`config.mk`:
```
export PLATFORM = sky130hd
export DESIGN_NAME = heap_sort_engine
export DESIGN_NICKNAME = d
export VERILOG_FILES = /design/src/rtl/core/hse_pkg.sv /design/src/rtl/core/hse_ram.sv /design/src/rtl/core/hse_ctrl.sv /design/src/rtl/core/heap_sort_engine.sv
export SDC_FILE = /design/constraint.sdc
export NUM_CORES = 2
export LEC_CHECK = 0
export ABC_AREA = 1
export BUFFER_PORTS_ARGS = -buffer_cell sky130_fd_sc_hd__buf_2
export CORE_AREA = 2 2 584 586
export DETAILED_ROUTE_END_ITERATION = 10
export DIE_AREA = 0 0 586 588
export PLACE_DENSITY_LB_ADDON = 0.12
export SYNTH_ARGS = -nofsm -noshare
export SYNTH_HDL_FRONTEND = slang
export SYNTH_SLANG_ARGS = --single-unit
```
`constraint.sdc`:
```
create_clock -name clock -period 6.9 [get_ports clock]
set_clock_uncertainty 0.15 [all_clocks]
set_input_delay 0.345 -clock clock [delete_from_list [all_inputs] [get_ports clock]]
set_output_delay 0.345 -clock clock [all_outputs]
set_load 0.1 [all_outputs]
```
`src/rtl/core/hse_pkg.sv`:
```
// hse_pkg: constants and beat types shared by the heap sort engine
// no dependencies; used by hse_ctrl and heap_sort_engine

package hse_pkg;

   // store capacity and derived widths
   localparam int MAX_ELEMENTS = 64;
   localparam int DATA_W       = 32;
   localparam int ADDR_W       = $clog2(MAX_ELEMENTS);
   localparam int CNT_W        = $clog2(MAX_ELEMENTS + 1);

   // input beat
   typedef struct packed {
      logic signed [DATA_W-1:0] value;
      logic                     last;
   } req_beat_type;

   // result beat
   typedef struct packed {
      logic signed [DATA_W-1:0] sorted_value;
      logic                     final_res;
      logic                     overflow;
   } rsp_beat_type;

   // element store access from the controller
   typedef struct packed {
      logic                     wr_en;
      logic [ADDR_W-1:0]        wr_addr;
      logic signed [DATA_W-1:0] wr_data;
      logic                     rd_en;
      logic [ADDR_W-1:0]        rd_addr;
   } ram_cmd_type;

endpackage

```
`src/rtl/core/hse_ram.sv`:
```
// hse_ram: generic one-write, one-read synchronous memory
// registered read data, held while rd_en is low; no dependencies

module hse_ram #(
   parameter int WIDTH = 32,
   parameter int DEPTH = 64
) (
   input  logic                     clock,
   input  logic                     wr_en,
   input  logic [$clog2(DEPTH)-1:0] wr_addr,
   input  logic [WIDTH-1:0]         wr_data,
   input  logic                     rd_en,
   input  logic [$clog2(DEPTH)-1:0] rd_addr,
   output logic [WIDTH-1:0]         rd_data
);

   logic [WIDTH-1:0] mem_ff [DEPTH];
   logic [WIDTH-1:0] rd_data_ff;

   // write port
   always_ff @(posedge clock) begin
      if (wr_en) begin
         mem_ff[wr_addr] <= wr_data;
      end
   end

   // registered read port
   always_ff @(posedge clock) begin
      if (rd_en) begin
         rd_data_ff <= mem_ff[rd_addr];
      end
   end

   assign rd_data = rd_data_ff;

endmodule

```
`src/rtl/core/hse_ctrl.sv`:
```
// hse_ctrl: load, heap build, extraction and readout sequencer
// depends on hse_pkg; drives the element store through a ram_cmd_type bundle

module hse_ctrl (
   input  logic                             clock,
   input  logic                             reset,
   input  logic                             req_valid,
   output logic                             req_stall,
   input  hse_pkg::req_beat_type            req_beat,
   output hse_pkg::ram_cmd_type             ram_cmd,
   input  logic signed [hse_pkg::DATA_W-1:0] ram_rd_data,
   output logic                             push_valid,
   output hse_pkg::rsp_beat_type            push_beat,
   input  logic                             out_free
);

   typedef enum logic [3:0] {
      ST_LOAD,
      ST_SIFT_INIT,
      ST_SIFT_GET,
      ST_SIFT_LC,
      ST_SIFT_RC,
      ST_SIFT_CMP,
      ST_SIFT_END,
      ST_EXT_RD0,
      ST_EXT_RDK,
      ST_EXT_SWAP,
      ST_EMIT_RD,
      ST_EMIT_WR
   } state_type;

   state_type                         state_ff, state_in;
   logic [hse_pkg::CNT_W-1:0]         count_ff, count_in;
   logic                              drop_ff, drop_in;
   logic [hse_pkg::CNT_W-1:0]         size_ff, size_in;
   logic [hse_pkg::ADDR_W-1:0]        start_ff, start_in;
   logic [hse_pkg::ADDR_W-1:0]        node_ff, node_in;
   logic [hse_pkg::ADDR_W-1:0]        idx_ff, idx_in;
   logic                              build_ff, build_in;
   logic signed [hse_pkg::DATA_W-1:0] sv_ff, sv_in;
   logic signed [hse_pkg::DATA_W-1:0] tmp_ff, tmp_in;

   logic                              accept;
   logic [hse_pkg::CNT_W-1:0]         cnt_new;
   logic [hse_pkg::ADDR_W+1:0]        lc_x, rc_x, size_x;
   logic                              lc_ok, rc_ok;
   logic                              lc_gt, rc_gt;
   logic signed [hse_pkg::DATA_W-1:0] big1_val, big_val;
   logic [hse_pkg::ADDR_W-1:0]        big1_idx, big_idx;
   logic [hse_pkg::CNT_W-1:0]         idx_p1;

   assign req_stall = (state_ff != ST_LOAD);
   assign accept    = req_valid && (state_ff == ST_LOAD);

   // child indexes of the current node and their range checks
   assign lc_x   = {1'b0, node_ff, 1'b1};
   assign rc_x   = lc_x + (hse_pkg::ADDR_W+2)'(1);
   assign size_x = (hse_pkg::ADDR_W+2)'(size_ff);
   assign lc_ok  = (lc_x < size_x);
   assign rc_ok  = (rc_x < size_x);

   // pick the largest of node, left child (tmp_ff) and right child (read data)
   assign lc_gt    = (tmp_ff > sv_ff);
   assign big1_val = lc_gt ? tmp_ff : sv_ff;
   assign big1_idx = lc_gt ? lc_x[hse_pkg::ADDR_W-1:0] : node_ff;
   assign rc_gt    = rc_ok && (ram_rd_data > big1_val);
   assign big_val  = rc_gt ? ram_rd_data : big1_val;
   assign big_idx  = rc_gt ? rc_x[hse_pkg::ADDR_W-1:0] : big1_idx;

   // readout beat
   assign idx_p1                 = hse_pkg::CNT_W'(idx_ff) + hse_pkg::CNT_W'(1);
   assign push_beat.sorted_value = ram_rd_data;
   assign push_beat.final_res    = (idx_p1 == count_ff);
   assign push_beat.overflow     = drop_ff;

   // next state and store accesses
   always_comb begin
      state_in   = state_ff;
      count_in   = count_ff;
      drop_in    = drop_ff;
      size_in    = size_ff;
      start_in   = start_ff;
      node_in    = node_ff;
      idx_in     = idx_ff;
      build_in   = build_ff;
      sv_in      = sv_ff;
      tmp_in     = tmp_ff;
      cnt_new    = count_ff;
      push_valid = 1'b0;
      ram_cmd    = '0;

      unique case (state_ff)
         ST_LOAD: begin
            if (accept) begin
               // append while there is room, otherwise note the drop
               if (count_ff < hse_pkg::CNT_W'(hse_pkg::MAX_ELEMENTS)) begin
                  ram_cmd.wr_en   = 1'b1;
                  ram_cmd.wr_addr = count_ff[hse_pkg::ADDR_W-1:0];
                  ram_cmd.wr_data = req_beat.value;
                  cnt_new         = count_ff + hse_pkg::CNT_W'(1);
               end else begin
                  drop_in = 1'b1;
               end
               count_in = cnt_new;
               if (req_beat.last) begin
                  if (cnt_new < hse_pkg::CNT_W'(2)) begin
                     idx_in   = '0;
                     state_in = ST_EMIT_RD;
                  end else begin
                     size_in  = cnt_new;
                     start_in = hse_pkg::ADDR_W'((cnt_new - hse_pkg::CNT_W'(2)) >> 1);
                     build_in = 1'b1;
                     state_in = ST_SIFT_INIT;
                  end
               end
            end
         end
         ST_SIFT_INIT: begin
            ram_cmd.rd_en   = 1'b1;
            ram_cmd.rd_addr = start_ff;
            node_in         = start_ff;
            state_in        = ST_SIFT_GET;
         end
         ST_SIFT_GET: begin
            sv_in    = ram_rd_data;
            state_in = ST_SIFT_LC;
         end
         ST_SIFT_LC: begin
            if (lc_ok) begin
               ram_cmd.rd_en   = 1'b1;
               ram_cmd.rd_addr = lc_x[hse_pkg::ADDR_W-1:0];
               state_in        = ST_SIFT_RC;
            end else begin
               state_in = ST_SIFT_END;
            end
         end
         ST_SIFT_RC: begin
            tmp_in = ram_rd_data;
            if (rc_ok) begin
               ram_cmd.rd_en   = 1'b1;
               ram_cmd.rd_addr = rc_x[hse_pkg::ADDR_W-1:0];
            end
            state_in = ST_SIFT_CMP;
         end
         ST_SIFT_CMP: begin
            // move the larger child up into the hole and descend
            if (lc_gt || rc_gt) begin
               ram_cmd.wr_en   = 1'b1;
               ram_cmd.wr_addr = node_ff;
               ram_cmd.wr_data = big_val;
               node_in         = big_idx;
               state_in        = ST_SIFT_LC;
            end else begin
               state_in = ST_SIFT_END;
            end
         end
         ST_SIFT_END: begin
            ram_cmd.wr_en   = 1'b1;
            ram_cmd.wr_addr = node_ff;
            ram_cmd.wr_data = sv_ff;
            if (build_ff) begin
               if (start_ff == '0) begin
                  build_in = 1'b0;
                  size_in  = count_ff - hse_pkg::CNT_W'(1);
                  state_in = ST_EXT_RD0;
               end else begin
                  start_in = start_ff - hse_pkg::ADDR_W'(1);
                  state_in = ST_SIFT_INIT;
               end
            end else if (size_ff == hse_pkg::CNT_W'(1)) begin
               idx_in   = '0;
               state_in = ST_EMIT_RD;
            end else begin
               size_in  = size_ff - hse_pkg::CNT_W'(1);
               state_in = ST_EXT_RD0;
            end
         end
         ST_EXT_RD0: begin
            ram_cmd.rd_en   = 1'b1;
            ram_cmd.rd_addr = '0;
            state_in        = ST_EXT_RDK;
         end
         ST_EXT_RDK: begin
            tmp_in          = ram_rd_data;
            ram_cmd.rd_en   = 1'b1;
            ram_cmd.rd_addr = size_ff[hse_pkg::ADDR_W-1:0];
            state_in        = ST_EXT_SWAP;
         end
         ST_EXT_SWAP: begin
            // root goes to the last unsorted slot, that slot's value sifts from the root
            sv_in           = ram_rd_data;
            ram_cmd.wr_en   = 1'b1;
            ram_cmd.wr_addr = size_ff[hse_pkg::ADDR_W-1:0];
            ram_cmd.wr_data = tmp_ff;
            node_in         = '0;
            state_in        = ST_SIFT_LC;
         end
         ST_EMIT_RD: begin
            ram_cmd.rd_en   = 1'b1;
            ram_cmd.rd_addr = idx_ff;
            state_in        = ST_EMIT_WR;
         end
         ST_EMIT_WR: begin
            if (out_free) begin
               push_valid = 1'b1;
               if (idx_p1 == count_ff) begin
                  count_in = '0;
                  drop_in  = 1'b0;
                  state_in = ST_LOAD;
               end else begin
                  idx_in   = idx_ff + hse_pkg::ADDR_W'(1);
                  state_in = ST_EMIT_RD;
               end
            end
         end
         default: begin
            state_in = ST_LOAD;
         end
      endcase
   end

   // state and working registers
   always_ff @(posedge clock) begin
      if (reset) begin
         state_ff <= ST_LOAD;
         count_ff <= '0;
         drop_ff  <= 1'b0;
         build_ff <= 1'b0;
      end else begin
         state_ff <= state_in;
         count_ff <= count_in;
         drop_ff  <= drop_in;
         build_ff <= build_in;
      end
      size_ff  <= size_in;
      start_ff <= start_in;
      node_ff  <= node_in;
      idx_ff   <= idx_in;
      sv_ff    <= sv_in;
      tmp_ff   <= tmp_in;
   end

endmodule

```
`src/rtl/core/heap_sort_engine.sv`:
```
// Heap sort engine. Values are loaded one beat per cycle into a 64-entry store
// while loading; beats past capacity are dropped and flagged on every result of
// that set. A beat marked last starts the sort: the store is built into a
// max-heap and then drained by root extraction, each sift level taking two
// child reads and then one compare and write on the single-port-read element
// memory. Results then leave one at a time, each read from the store and then
// pushed when the output register is free, in ascending order, the largest
// marked final. No new beat is taken from the end of loading until the last
// result of the set has been handed to the output register.
// depends on hse_pkg, hse_ram and hse_ctrl

module heap_sort_engine (
   input  logic                  clock,
   input  logic                  reset,
   input  logic                  req_valid,
   output logic                  req_stall,
   input  hse_pkg::req_beat_type req_beat,
   output logic                  rsp_valid,
   input  logic                  rsp_stall,
   output hse_pkg::rsp_beat_type rsp_beat
);

   hse_pkg::ram_cmd_type              ram_cmd;
   logic signed [hse_pkg::DATA_W-1:0] ram_rd_data;
   logic                              push_valid;
   hse_pkg::rsp_beat_type             push_beat;
   logic                              out_free;
   logic                              rsp_valid_ff;
   hse_pkg::rsp_beat_type             rsp_beat_ff;

   // element store
   hse_ram #(
      .WIDTH (hse_pkg::DATA_W),
      .DEPTH (hse_pkg::MAX_ELEMENTS)
   ) u_store (
      .clock   (clock),
      .wr_en   (ram_cmd.wr_en),
      .wr_addr (ram_cmd.wr_addr),
      .wr_data (ram_cmd.wr_data),
      .rd_en   (ram_cmd.rd_en),
      .rd_addr (ram_cmd.rd_addr),
      .rd_data (ram_rd_data)
   );

   // sequencer
   hse_ctrl u_ctrl (
      .clock       (clock),
      .reset       (reset),
      .req_valid   (req_valid),
      .req_stall   (req_stall),
      .req_beat    (req_beat),
      .ram_cmd     (ram_cmd),
      .ram_rd_data (ram_rd_data),
      .push_valid  (push_valid),
      .push_beat   (push_beat),
      .out_free    (out_free)
   );

   // result register, refilled in the cycle its beat is taken
   assign out_free = !rsp_valid_ff || !rsp_stall;

   always_ff @(posedge clock) begin
      if (reset) begin
         rsp_valid_ff <= 1'b0;
      end else if (push_valid) begin
         rsp_valid_ff <= 1'b1;
      end else if (!rsp_stall) begin
         rsp_valid_ff <= 1'b0;
      end
      if (push_valid) begin
         rsp_beat_ff <= push_beat;
      end
   end

   assign rsp_valid = rsp_valid_ff;
   assign rsp_beat  = rsp_beat_ff;

endmodule
```
==> load_flow_metrics.sql <==
INSERT INTO impl_metrics (metric_group, metric, value, unit) VALUES
('clock_tree', 'tritoncts', 'done', ''),
('setup_path', 'slowest_delay', '0.79', 'ns'),
('sta', 'grt_setup_unrepaired', 'false', ''),
('clock_tree', 'cts_made_buffers', '249', ''),
('logic_synthesis', 'synth.net_count', '8203', ''),
('power_and_ir_drop', 'power_frac_seq', '0.343', ''),
('grt', 'grt_first_pass_wirelength', '493000', 'um'),
('clock_tree', 'clock-sinks', '2217', ''),
('power_and_ir_drop', 'comb_power_share', '0.406', ''),
('status', 'status', 'finished clean', ''),
('power_and_ir_drop', 'power.share.clock', '0.251', ''),
('clock_tree', 'clkLatencyLatePin', '0.95', 'ns'),
('cells_and_area', 'drive_gt1_frac', '0.0959', ''),
('sta', 'hold_slack', '0.168', 'ns'),
('sta', 'setup_tns_final', '0', 'ns'),
('clock_tree', 'cts.reportedPaths.clkPinSlew', '0.06', 'ns'),
('setup_path', 'cp_max_fo', '72', ''),
('clock_tree', 'clock_tree.buffer_depth', '4', ''),
('power_and_ir_drop', 'internal_power_contribution', '28700', 'uW'),
('routing', 'route.detailed.drc', '0', ''),
('floorplanning', 'fp.dieW', '586', 'um'),
('logic_synthesis', 'count_of_unique_library_cells_instantiated_by_yosys', '51', ''),
('grt', 'first_global_vias', '63537', ''),
('grt', 'globalRouteTotalUtil', '0.196', ''),
('floorplanning', 'die_height', '588', 'um'),
('setup_path', 'criticalPathCategory', 'reg2reg', ''),
('cells_and_area', 'post_layout_instance_area', '110000', 'um2'),
('grt', 'grt_start_max_net_pins', '150', ''),
('sta', 'worst_relative_slew_slack', '0.172', ''),
('floorplanning', 'core.rowCount', '214', ''),
('logic_synthesis', 'synth-warning-count', '0', ''),
('logic_synthesis', 'synth_area_per_cell', '11.7', 'um2'),
('cells_and_area', 'num-nets-final', '8209', ''),
('setup_path', 'critPathRequiredTime', '7.31', 'ns'),
('clock_tree', 'cts-hold-fix-buffers', '5', ''),
('power_and_ir_drop', 'power.static_leakage', '0.0378', 'uW'),
('grt', 'grt_use_met1', '0.288', ''),
('grt', 'grt-ovfl-total', '0', ''),
('power_and_ir_drop', 'ir_worst_vdd', '0.000361', 'V'),
('setup_path', 'cp-start-kind', 'flop', ''),
('clock_tree', 'cts_setup_buffers', '0', ''),
('sta', 'slew_violations', '0', ''),
('placed_design', 'numPortBuffers', '72', ''),
('cells_and_area', 'syn_to_final_growth', '16.2', '%'),
('placed_design', 'placed_cells_incl_taps', '12367', ''),
('grt', 'antenna_found_initial', '25', ''),
('power_and_ir_drop', 'cellPowerDensity', '459', 'nW/um2'),
('routing', 'drt-total-wl', '346000', 'um'),
('routing', 'via_count', '65816', ''),
('grt', 'grt_most_used_layer', 'met2', ''),
('floorplanning', 'ioPinCount', '73', ''),
('sta', 'timing_worst_slew_pin_value', '1.24', 'ns'),
('sta', 'period_minus_slack', '6.33', 'ns'),
('grt', 'use_met2', '0.309', ''),
('clock_tree', 'cts_root_buf', 'sky130_fd_sc_hd__clkbuf_16', ''),
('logic_synthesis', 'synth_seq_cells', '2217', ''),
('min_path', 'min_path_type', 'in2reg', ''),
('placed_design', 'place_hpwl', '189000', 'um'),
('routing', 'wl_per_cell', '27.0', 'um'),
('floorplanning', 'starting_density_of_the_core', '0.279', ''),
('sta', 'post-route-period-util', '0.917', ''),
('sta', 'final-setup-viol-count', '0', ''),
('floorplanning', 'core_area', '338000', 'um2'),
('placed_design', 'place_congestion', '0.827', ''),
('setup_path', 'worst_path_most_repeated_cell', 'sky130_fd_sc_hd__nand2_1', ''),
('routing', 'ant_nets', '0', ''),
('setup_path', 'critical_path.slowest_cell', 'sky130_fd_sc_hd__buf_4', ''),
('grt', 'grt_met3_usage', '0.0203', ''),
('routing', 'drt-vias-per-instance', '5.13', ''),
('job', 'cap_violations', '0', ''),
('clock_tree', 'count_of_h_tree_levels_built_during_cts', '4', '');
## through the flow
step	worst slack [ns]	power [uW]	utilization
6_report	0.574	50300	0.324
5_1_grt	0.0142	52800	0.324
4_1_cts	0.543	50800	0.324
3_5_place_dp	0.630	38100	0.302
3_3_place_gp	0.549	38200	0.302
2_1_floorplan	0.0911	28200	-
## registers in the layout, summed over array words and instances, names as in the netlist
name and flops:
u_ctrl.node_ff 6, u_ctrl.sv_ff 32, rsp_valid 1, u_store.mem_ff 2048, u_ctrl.count_ff 7, u_ctrl.size_ff 7, u_ctrl.state_ff 4, rsp_beat 34
u_ctrl.tmp_ff 32, u_ctrl.drop_ff 1, u_store.rd_data 32, u_ctrl.build_ff 1, u_ctrl.start_ff 6, u_ctrl.idx_ff 6
## synthesized netlist by cell type (all sizes together)
library cell / instances / area (um2)
nand3: 2388 / 12000
edfxtp: 2203 / 66200
nand2: 1388 / 5240
buf: 417 / 2050
nor2: 338 / 1310
o21ai: 283 / 1420
a21oi: 230 / 1160
inv: 229 / 860
clkbuf: 186 / 698
nand4: 142 / 888
ha: 85 / 1060
o211ai: 60 / 450
a22oi: 32 / 240
o22ai: 20 / 138
xor2: 18 / 158
dfxtp: 14 / 280
nor3: 10 / 50.1
a21o: 4 / 30.0
a31oi: 4 / 25.0
nor4: 4 / 31.3
a211oi: 3 / 22.5
o21a: 3 / 22.5
xnor2: 3 / 26.3
a2111oi: 2 / 36.3
a221oi: 2 / 17.5
and3: 2 / 12.5
o31ai: 2 / 15.0
a2111o: 1 / 11.3
a21boi: 1 / 11.3
a2bb2oi: 1 / 8.76
a41oi: 1 / 8.76
clkinv: 1 / 3.75
mux2i: 1 / 10.0
nand3b: 1 / 7.51
o21bai: 1 / 7.51
o221ai: 1 / 8.76
## layer usage
layer  share of wire  wire [um]
met4           0.025       8620
met1            0.46     161000
met5               0          0
met3           0.055      19000
met2            0.46     157000
## cell type report
type                    count  share of cell area
multi-input cells        5031               0.228
clock buffers             317              0.0598
flip-flops and latches   2217               0.605
repair buffers            358              0.0386
clock inverters           130             0.00852
diodes                      9            0.000205
inverters                 230             0.00800
well taps                4536              0.0517
## path summary, 6_finish.rpt
| kind | to | slack (ns) | start | cells after the start |
|---|---|---|---|---|
| worst max-delay path | u_store.mem_ff[3][12] | 0.57 | u_ctrl.tmp_ff[7] | 25 |
| worst min register to register | rsp_beat[0] | 0.32 | u_ctrl.drop_ff | 0 |
| worst max register to register | u_store.mem_ff[3][12] | 0.57 | u_ctrl.tmp_ff[7] | 25 |
| worst min-delay path | u_store.mem_ff[33][22] | 0.17 | req_beat[23] | 4 |
## critical path: cells and delay by family, from the launching register on
kind                     cells  cell delay [ns]
adder cells (fa/ha/maj)      2             0.64
buffers and inverters        3             1.83
AND/OR/NAND/NOR             16             1.94
AO/OA/AOI/OAI                4             0.83
flip-flops                   1             0.44
## power groups by stage
stage / registers (uW) / logic [uW] / clock network [uW]
final: 17300 / 20400 / 12600
after floorplan: 17500 / 10700 / 0
after CTS: 17300 / 20600 / 12900
after detailed placement: 17600 / 20500 / 0
after global routing: 17300 / 22000 / 13400
after global placement: 17600 / 20600 / 0
## kinds of logic after synthesis
logic type | synth area share
simple gates | 0.207
buf+inv | 0.0383
flops | 0.703
compound gates | 0.0385
fa+ha+maj | 0.0113
xor+xnor | 0.00195
mux | 0.000106
## layout by cell type, fill, tap and decap left out, types with 7 or more instances in the layout
cell and n:
sky130_fd_sc_hd__nand3_1 2382, sky130_fd_sc_hd__edfxtp_1 2203, sky130_fd_sc_hd__nand2_1 1377, sky130_fd_sc_hd__nor2_1 263, sky130_fd_sc_hd__o21ai_0 252, sky130_fd_sc_hd__clkbuf_16 250, sky130_fd_sc_hd__a21oi_1 227, sky130_fd_sc_hd__inv_1 213
sky130_fd_sc_hd__buf_4 144, sky130_fd_sc_hd__nand4_1 142, sky130_fd_sc_hd__buf_12 137, sky130_fd_sc_hd__ha_1 85, sky130_fd_sc_hd__buf_2 72, sky130_fd_sc_hd__nor2_4 70, sky130_fd_sc_hd__clkinv_1 65, sky130_fd_sc_hd__clkbuf_1 62
sky130_fd_sc_hd__o211ai_1 60, sky130_fd_sc_hd__clkinv_2 44, sky130_fd_sc_hd__a22oi_1 32, sky130_fd_sc_hd__o21ai_1 28, sky130_fd_sc_hd__xor2_1 18, sky130_fd_sc_hd__o22ai_1 18, sky130_fd_sc_hd__dfxtp_1 14, sky130_fd_sc_hd__inv_2 13
sky130_fd_sc_hd__bufinv_16 12, sky130_fd_sc_hd__nor3_1 10, sky130_fd_sc_hd__diode_2 9, sky130_fd_sc_hd__nand2_2 7
(Power assumes the default switching activity.)
